===== config.mk =====
export PLATFORM = sky130hd
export DESIGN_NAME = heap_permutation_generator
export DESIGN_NICKNAME = d
export VERILOG_FILES = /design/src/sv/hpg_pkg.sv /design/src/sv/heap_permutation_generator.sv
export SDC_FILE = /design/constraint.sdc
export NUM_CORES = 1
export LEC_CHECK = 0
export BUFFER_PORTS_ARGS = -buffer_cell sky130_fd_sc_hd__buf_2
export CAP_MARGIN = 20
export CELL_PAD_IN_SITES_DETAIL_PLACEMENT = 2
export CELL_PAD_IN_SITES_GLOBAL_PLACEMENT = 2
export CORE_MARGIN = 8
export CORE_UTILIZATION = 41
export CTS_BUF_LIST = sky130_fd_sc_hd__clkbuf_16
export DETAILED_ROUTE_END_ITERATION = 8
export MAX_ROUTING_LAYER = met4
export PLACE_DENSITY_LB_ADDON = 0.1
export SYNTH_ARGS = -nofsm -noshare
export SYNTH_HDL_FRONTEND = slang
export SYNTH_SLANG_ARGS = --single-unit

===== constraint.sdc =====
create_clock -name clk -period 8.9 [get_ports clk]
set_input_delay 0.445 -clock clk [delete_from_list [all_inputs] [get_ports clk]]
set_output_delay 0.445 -clock clk [all_outputs]
set_load 0.02 [all_outputs]

===== src/sv/hpg_pkg.sv =====
// Types and constants for the permutation generator.
package hpg_pkg;

    localparam int ENTRY_W     = 4;
    localparam int STORE_DEPTH = 16;
    localparam int COUNT_W     = 5;
    localparam int ARR_W       = ENTRY_W * STORE_DEPTH;

    typedef logic [ENTRY_W-1:0] entry_t;
    typedef logic [COUNT_W-1:0] count_t;
    typedef logic [ARR_W-1:0]   arr_t;

    localparam count_t COUNT_RESET  = 5'd12;
    localparam arr_t   IDENTITY_ARR = 64'hFEDC_BA98_7654_3210;

endpackage


===== src/sv/heap_permutation_generator.sv =====
// Iterative Heap's-algorithm permutation generator, one step per transfer.
//
// Usage:
//   Input channel (in_valid / in_stall / restart): restart = 1 loads the
//   identity arrangement and emits it; restart = 0 advances one permutation.
//   Output channel (out_valid / out_stall): arrangement, swap_first,
//   swap_second, changed and finished for each input transfer, in order.
//   cfg_wr_en / cfg_wr_data set the number of leading elements permuted;
//   write only while the block is idle. Values above MAX_ELEMENTS act as
//   MAX_ELEMENTS, zero acts as one.
// Timing:
//   The result is in the output register on the edge after the input
//   transfer. One item per cycle is sustained while out_stall is low; the
//   priority find over the loop counters and the swap are combinational.
// Reset: identity order, counters and done flag cleared, count 12,
//   output empty (the output data registers themselves are not reset).
// Stall: while the output register holds a result and out_stall is high,
//   in_stall is raised and the held result stays unchanged.
module heap_permutation_generator #(
    parameter int MAX_ELEMENTS = 16
) (
    input  logic                       clk,
    input  logic                       rst_n,
    input  logic                       cfg_wr_en,
    input  hpg_pkg::count_t            cfg_wr_data,
    input  logic                       in_valid,
    output logic                       in_stall,
    input  logic                       restart,
    output logic                       out_valid,
    input  logic                       out_stall,
    output hpg_pkg::arr_t              arrangement,
    output hpg_pkg::entry_t            swap_first,
    output hpg_pkg::entry_t            swap_second,
    output logic                       changed,
    output logic                       finished
);

    localparam int EW = hpg_pkg::ENTRY_W;
    localparam int CW = hpg_pkg::COUNT_W;
    localparam int ND = MAX_ELEMENTS;
    localparam int IW = $clog2(MAX_ELEMENTS);
    localparam hpg_pkg::count_t MAX_COUNT = CW'(MAX_ELEMENTS);

    hpg_pkg::count_t count_reg;
    hpg_pkg::entry_t order_reg [ND];
    hpg_pkg::entry_t order_next[ND];
    hpg_pkg::entry_t ctr_reg   [ND];
    hpg_pkg::entry_t ctr_next  [ND];
    logic            done_reg, done_next;

    logic            out_valid_reg;
    hpg_pkg::arr_t   arrangement_reg, arrangement_next;
    hpg_pkg::entry_t swap_first_reg, swap_first_next;
    hpg_pkg::entry_t swap_second_reg, swap_second_next;
    logic            changed_reg, changed_next;
    logic            finished_reg;

    logic            accept;
    hpg_pkg::count_t n_eff;
    logic [ND-1:0]   qual, first_hot, below, other_hot;
    logic            found;
    logic [IW-1:0]   sel_idx, other_idx;
    hpg_pkg::entry_t sel_ctr, sel_val, other_val;

    assign in_stall = out_valid_reg && out_stall;
    assign accept   = in_valid && !in_stall;

    always_comb
    begin
        if (count_reg > MAX_COUNT)
            n_eff = MAX_COUNT;
        else if (count_reg == '0)
            n_eff = CW'(1);
        else
            n_eff = count_reg;

        qual[0] = 1'b0;
        for (int k = 1; k < ND; k++)
            qual[k] = (CW'(k) < n_eff) && (ctr_reg[k] < EW'(k));

        first_hot = qual & (~qual + ND'(1));
        below     = first_hot - ND'(1);
        found     = |qual;

        sel_idx = '0;
        sel_ctr = '0;
        sel_val = '0;
        for (int k = 0; k < ND; k++)
        begin
            if (first_hot[k])
            begin
                sel_idx = sel_idx | IW'(k);
                sel_ctr = sel_ctr | ctr_reg[k];
                sel_val = sel_val | order_reg[k];
            end
        end

        // odd position swaps with the entry its counter points at
        other_idx = sel_idx[0] ? sel_ctr[IW-1:0] : '0;
        other_val = '0;
        for (int k = 0; k < ND; k++)
        begin
            other_hot[k] = (other_idx == IW'(k));
            if (other_hot[k])
                other_val = other_val | order_reg[k];
        end
    end

    always_comb
    begin
        order_next       = order_reg;
        ctr_next         = ctr_reg;
        done_next        = done_reg;
        swap_first_next  = '0;
        swap_second_next = '0;
        changed_next     = 1'b0;

        if (restart)
        begin
            for (int k = 0; k < ND; k++)
            begin
                order_next[k] = EW'(k);
                ctr_next[k]   = '0;
            end
            done_next = 1'b0;
        end
        else if (!done_reg)
        begin
            if (found)
            begin
                for (int k = 0; k < ND; k++)
                begin
                    if (first_hot[k])
                    begin
                        order_next[k] = other_val;
                        ctr_next[k]   = sel_ctr + EW'(1);
                    end
                    else
                    begin
                        if (other_hot[k])
                            order_next[k] = sel_val;
                        if (k >= 1 && below[k])
                            ctr_next[k] = '0;
                    end
                end
                swap_first_next  = EW'(other_idx);
                swap_second_next = EW'(sel_idx);
                changed_next     = 1'b1;
            end
            else
            begin
                for (int k = 1; k < ND; k++)
                    if (CW'(k) < n_eff)
                        ctr_next[k] = '0;
                done_next = 1'b1;
            end
        end

        arrangement_next = hpg_pkg::IDENTITY_ARR;
        for (int k = 0; k < ND; k++)
            arrangement_next[k*EW +: EW] = order_next[k];
    end

    always_ff @(posedge clk or negedge rst_n)
    begin
        if (!rst_n)
        begin
            count_reg     <= hpg_pkg::COUNT_RESET;
            done_reg      <= 1'b0;
            out_valid_reg <= 1'b0;
            for (int k = 0; k < ND; k++)
            begin
                order_reg[k] <= EW'(k);
                ctr_reg[k]   <= '0;
            end
        end
        else
        begin
            if (cfg_wr_en)
                count_reg <= cfg_wr_data;
            if (accept)
            begin
                order_reg     <= order_next;
                ctr_reg       <= ctr_next;
                done_reg      <= done_next;
                out_valid_reg <= 1'b1;
            end
            else if (!out_stall)
            begin
                out_valid_reg <= 1'b0;
            end
        end
    end

    always_ff @(posedge clk)
    begin
        if (accept)
        begin
            arrangement_reg <= arrangement_next;
            swap_first_reg  <= swap_first_next;
            swap_second_reg <= swap_second_next;
            changed_reg     <= changed_next;
            finished_reg    <= done_next;
        end
    end

    assign out_valid   = out_valid_reg;
    assign arrangement = arrangement_reg;
    assign swap_first  = swap_first_reg;
    assign swap_second = swap_second_reg;
    assign changed     = changed_reg;
    assign finished    = finished_reg;

endmodule


== Yosys cells after proc, flatten, opt, wreduce, memory -nomap -nowiden ==
Index checks and enable logic that the tools add are counted.

* Register bits: 209
* Input port bits: 11
* Word-level logic and storage cells: 367

* $add $sub $neg: 3
* Order comparisons: 31
* Equality and inequality tests: 32
* Mux-type cells: 157
* Bitwise gates (word level): 48
* Reduce and logical (&&, ||, !) cells: 56

{| class="wikitable"
|+ Operators by type and width
! operator !! number
|-
| $mux W4 || 136
|-
| $mux W64 || 5
|-
| $or A4 B4 Y4 || 45
|-
| $reduce_and A4 Y1 || 16
|-
| $mux W60 || 1
|-
| $ne A4 B4 Y1 const B || 15
|-
| $reduce_bool A3 Y1 || 15
|-
| $lt A4 B5 Y1 const A || 8
|-
| $eq A4 B4 Y1 const B || 8
|-
| $lt A4 B4 Y1 const B || 8
|-
| $lt A3 B5 Y1 const A || 4
|-
| $logic_and A1 B1 Y1 || 17
|-
| $add A16 B1 Y16 const B || 1
|-
| $and A16 B16 Y16 || 1
|-
| $eq A4 B3 Y1 const B || 4
|-
| $lt A4 B3 Y1 const B || 4
|-
| $not A16 Y16 || 1
|-
| $sub A16 B1 Y16 const B || 1
|-
| $reduce_or A15 Y1 || 1
|-
| $mux W3 || 4
|-
| $lt A2 B5 Y1 const A || 2
|-
| $mux W5 || 2
|-
| $eq A4 B2 Y1 const B || 2
|-
| $lt A4 B2 Y1 const B || 2
|-
| 16 further kinds || 24
|}

== Logic depth before layout (Yosys ltp) ==
* Depth after elaboration: 76
* Mapped depth: 19
* Depth with buffers taken out: 13

== Worst setup path before layout ==
OpenSTA, ideal clock, no wires.

* Path type: reg-to-reg
* Start point: reg count_reg[0]
* End point: reg arrangement_reg[59], in the netlist arrangement[59] (data pin)
* Data arrival time: 4.053 ns
* Data required time: 8.641 ns
* Setup slack: 4.588 ns
* Stages on the path, launching flop included: 17
* Cells stage by stage: dfrtp_1 -> buf_6 -> a2111oi_4 -> o22ai_2 -> or4_1 -> buf_4 -> nor4_2 -> a221o_2 -> nor2_2 -> nand2b_2 -> buf_6 -> nor3_2 -> a221o_1 -> nor4_2 -> buf_4 -> a31oi_1 -> or2_1

{| class="wikitable"
|+ RTL lines
! what !! line !! text
|-
| start: declaration || heap_permutation_generator.sv:44 || <nowiki>hpg_pkg::count_t count_reg;</nowiki>
|-
| start signal: assignment || heap_permutation_generator.sv:168 || <nowiki>count_reg <= hpg_pkg::COUNT_RESET;</nowiki>
|-
| start signal: assignment || heap_permutation_generator.sv:180 || <nowiki>count_reg <= cfg_wr_data;</nowiki>
|-
| end signal: assignment || heap_permutation_generator.sv:199 || <nowiki>arrangement_reg <= arrangement_next;</nowiki>
|-
| end: declaration || heap_permutation_generator.sv:52 || <nowiki>hpg_pkg::arr_t arrangement_reg, arrangement_next;</nowiki>
|}

==> impl_metrics.env <==
export IMPL_rsz0062_at_grt="false"
export IMPL_internal_power_mw=1.741
export IMPL_cts_buffer_depth=3
export IMPL_cts_max_level=1
export IMPL_skew_ns=0.02191
export IMPL_synth_common_cells="nand2_1, o21ai_0, a21oi_1"
export IMPL_post_route_util_pct=47.40
export IMPL_wire_per_inst_um=30.64
export IMPL_io_pins=87
export IMPL_grt_usage_pct=32.15
export IMPL_swShare_pct=31.17
export IMPL_path_class="flip-flop to flip-flop"
export IMPL_ys_flop_type="dfrtp_1"
export IMPL_antenna_left=0
export IMPL_path_clk_slew_ns=0.06
export IMPL_drt_iter0_drc=1041
export IMPL_combinationalPowerShare_pct=15.6
export IMPL_netlist_area_um2=11790
export IMPL_layout_min_cycle_time_ns=6.772
export IMPL_synth_area_leaders="dfrtp_1, edfxtp_1, dfstp_2"
export IMPL_floorplan_initialDensity_pct=41.30
export IMPL_period_share_pct=76.09
export IMPL_p_switching_mw=0.7882
export IMPL_clock_latency_ns=0.56
export IMPL_status="completed"
export IMPL_nNetsFinal=1356
export IMPL_antenna_found_initial=1
export IMPL_grt_pass1_vias=12340
export IMPL_peakVddDrop_v=0.0001193
export IMPL_finalSetupTns_ns=0
export IMPL_clock_fmax_mhz=147.7
export IMPL_globalRouteOverflowTotal=0
export IMPL_synth_top_cell_by_area="dfrtp_1"
export IMPL_finalHoldViolCount=0
export IMPL_cap_violations=0
export IMPL_startpoint_type="flip-flop"
export IMPL_path_max_fanout=26
export IMPL_root_buffer="clkbuf_16"
export IMPL_grt_pass1_wl_um=81600
export IMPL_synth_most_common_cell="nand2_1"
export IMPL_ys_types=90
export IMPL_min_delay_path_class="primary input to flip-flop"
export IMPL_hpwlAfterDp_um=36580
export IMPL_ys_warn_count=0
export IMPL_vias=11710
export IMPL_cts_resized=0
export IMPL_maxSlewHeadroom_pct=26.32
export IMPL_dr_pass1_iters=5
export IMPL_clock_sinks=205
export IMPL_grt_max_degree=74
export IMPL_async_reset_ff_share_pct=63.90
export IMPL_drc=0
export IMPL_cts_buffers=25
export IMPL_synth_edf_count=74
export IMPL_tritoncts="built"
export IMPL_vias_per_cell=6.693
export IMPL_rows=62
export IMPL_die_area_um2=34440
export IMPL_yosysSeqAreaShare_pct=47.01
export IMPL_final_layout_size_suffix_gt1_share_pct=19.44
export IMPL_die_x_um=185.6
export IMPL_slew_viol_final=0
export IMPL_syn_nets=1298
export IMPL_required_ns=9.15
export IMPL_synth_seq_cells=205
export IMPL_arrival_ns=7.02
export IMPL_gp_congestion=0.9405
export IMPL_crit_path_end_kind="flip-flop"
export IMPL_area_delta_synth_final_pct=14.76
export IMPL_die_h_um=185.6
export IMPL_leakagePower_nw=5.021
export IMPL_core_area_um2=28550
export IMPL_p_seq_share_pct=41.7
export IMPL_synth_top_area_share_pct=20.59
export IMPL_wirelength_um=53590
export IMPL_syn_area_per_cell_um2=9.169
export IMPL_p_per_area_nw_per_um2=186.9
export IMPL_worst_pin_slew_ns=1.099
export IMPL_finalSetupViolCount=0
export IMPL_p_clk_share_pct=42.7
export IMPL_syn_inst=1286
export IMPL_numPortBuffers=86
## critical path, stage by stage (launching register included)
cell	delay (ns)
dfrtp_1	0.95
nor2_1	0.38
a211oi_2	0.68
or4_1	0.46
nor3_4	0.14
and2_1	0.41
a221o_2	0.62
nor2_2	0.54
inv_1	0.42
and4_1	0.31
nor4b_2	0.31
nand4_2	0.68
a21oi_1	0.43
a21oi_1	0.12
## final timing paths
path                                     start               to  slack, ns  cells after the start
worst max-delay path              count_reg[4]  arrangement[24]       2.13                     13
worst min-delay path            cfg_wr_data[4]     count_reg[4]       0.13                      3
worst max register to register    count_reg[4]  arrangement[24]       2.13                     13
worst min register to register     ctr_reg[55]      ctr_reg[55]       0.49                      1
max in group asynchronous                rst_n    order_reg[37]       7.20                      4
min in group asynchronous                rst_n       ctr_reg[7]       0.44                      2
## layer usage
layer / part of all wire (%) / wire length, µm / up-vias / track usage (%)
met1: 45 / 24270 / 6115 / 44.43
met4: 2.5 / 1360 / 0 / 9.686
met2: 45 / 23890 / 531 / 48.06
li1: - / - / 4958 / -
met3: 7.6 / 4063 / 102 / 5.231
met5: 0 / 0 / - / -
## layout make-up
class	count	area (µm²)
Fill cell	3142	15020
Multi-Input combinational cell	965	5829
Sequential cell	205	5543
Timing Repair Buffer	124	743.2
Clock buffer	25	625.6
Tap cell	384	480.5
Clock inverter	21	217.7
Inverter	23	87.58
Antenna cell	2	5.005
## metrics by stage
step / power, mW / worst slack, ns / instances / cell area, µm² / hold slack (ns)
final: 2.529 / 2.128 / 1749 / 13530 / 0.1309
after global routing: 2.600 / 1.695 / 1748 / 13530 / 0.1442
after CTS: 2.527 / 2.175 / 1744 / 13490 / 0.1218
after detailed placement: 1.450 / 2.247 / 1697 / 12640 / 0.4515
after global placement: 1.440 / 2.571 / 1696 / 12620 / 0.4595
after floorplan: 1.285 / 4.588 / 1286 / 11790 / 0.1494
## layout by cell type, fill, tap and decap left out, types with 22 or more instances in the layout
master	count
nand2_1	146
o21ai_0	133
a21oi_1	125
nor2_1	119
dfrtp_1	97
buf_2	87
edfxtp_1	74
nand3_1	37
mux2i_1	36
dfstp_2	34
buf_4	33
nor3_1	32
a211oi_1	26
clkbuf_16	25
inv_1	22
## repair_timing
item | 4_1_cts | 5_1_grt
endpoints found under the hold margin | 55 | 0
setup buffers | 0 | 0
hold buffers | 1 | 0
## kinds of logic after synthesis
kind of cell,after synthesis,share of synthesized area [%]
mux,55,4.871
simple gates,436,17.72
xor+xnor,1,0.07429
fa+ha+maj,1,0.1061
buf+inv,116,4.213
flops,205,47.01
compound gates,472,26.01
## power by group through the flow
stage | combinational [mW] | sequential, mW | clock (mW)
after detailed placement | 0.381 | 1.07 | 0
final | 0.395 | 1.05 | 1.08
after CTS | 0.385 | 1.05 | 1.09
after global placement | 0.372 | 1.07 | 0
after floorplan | 0.215 | 1.07 | 0
after global routing | 0.418 | 1.06 | 1.12
Power figures use the tool's default switching activity.
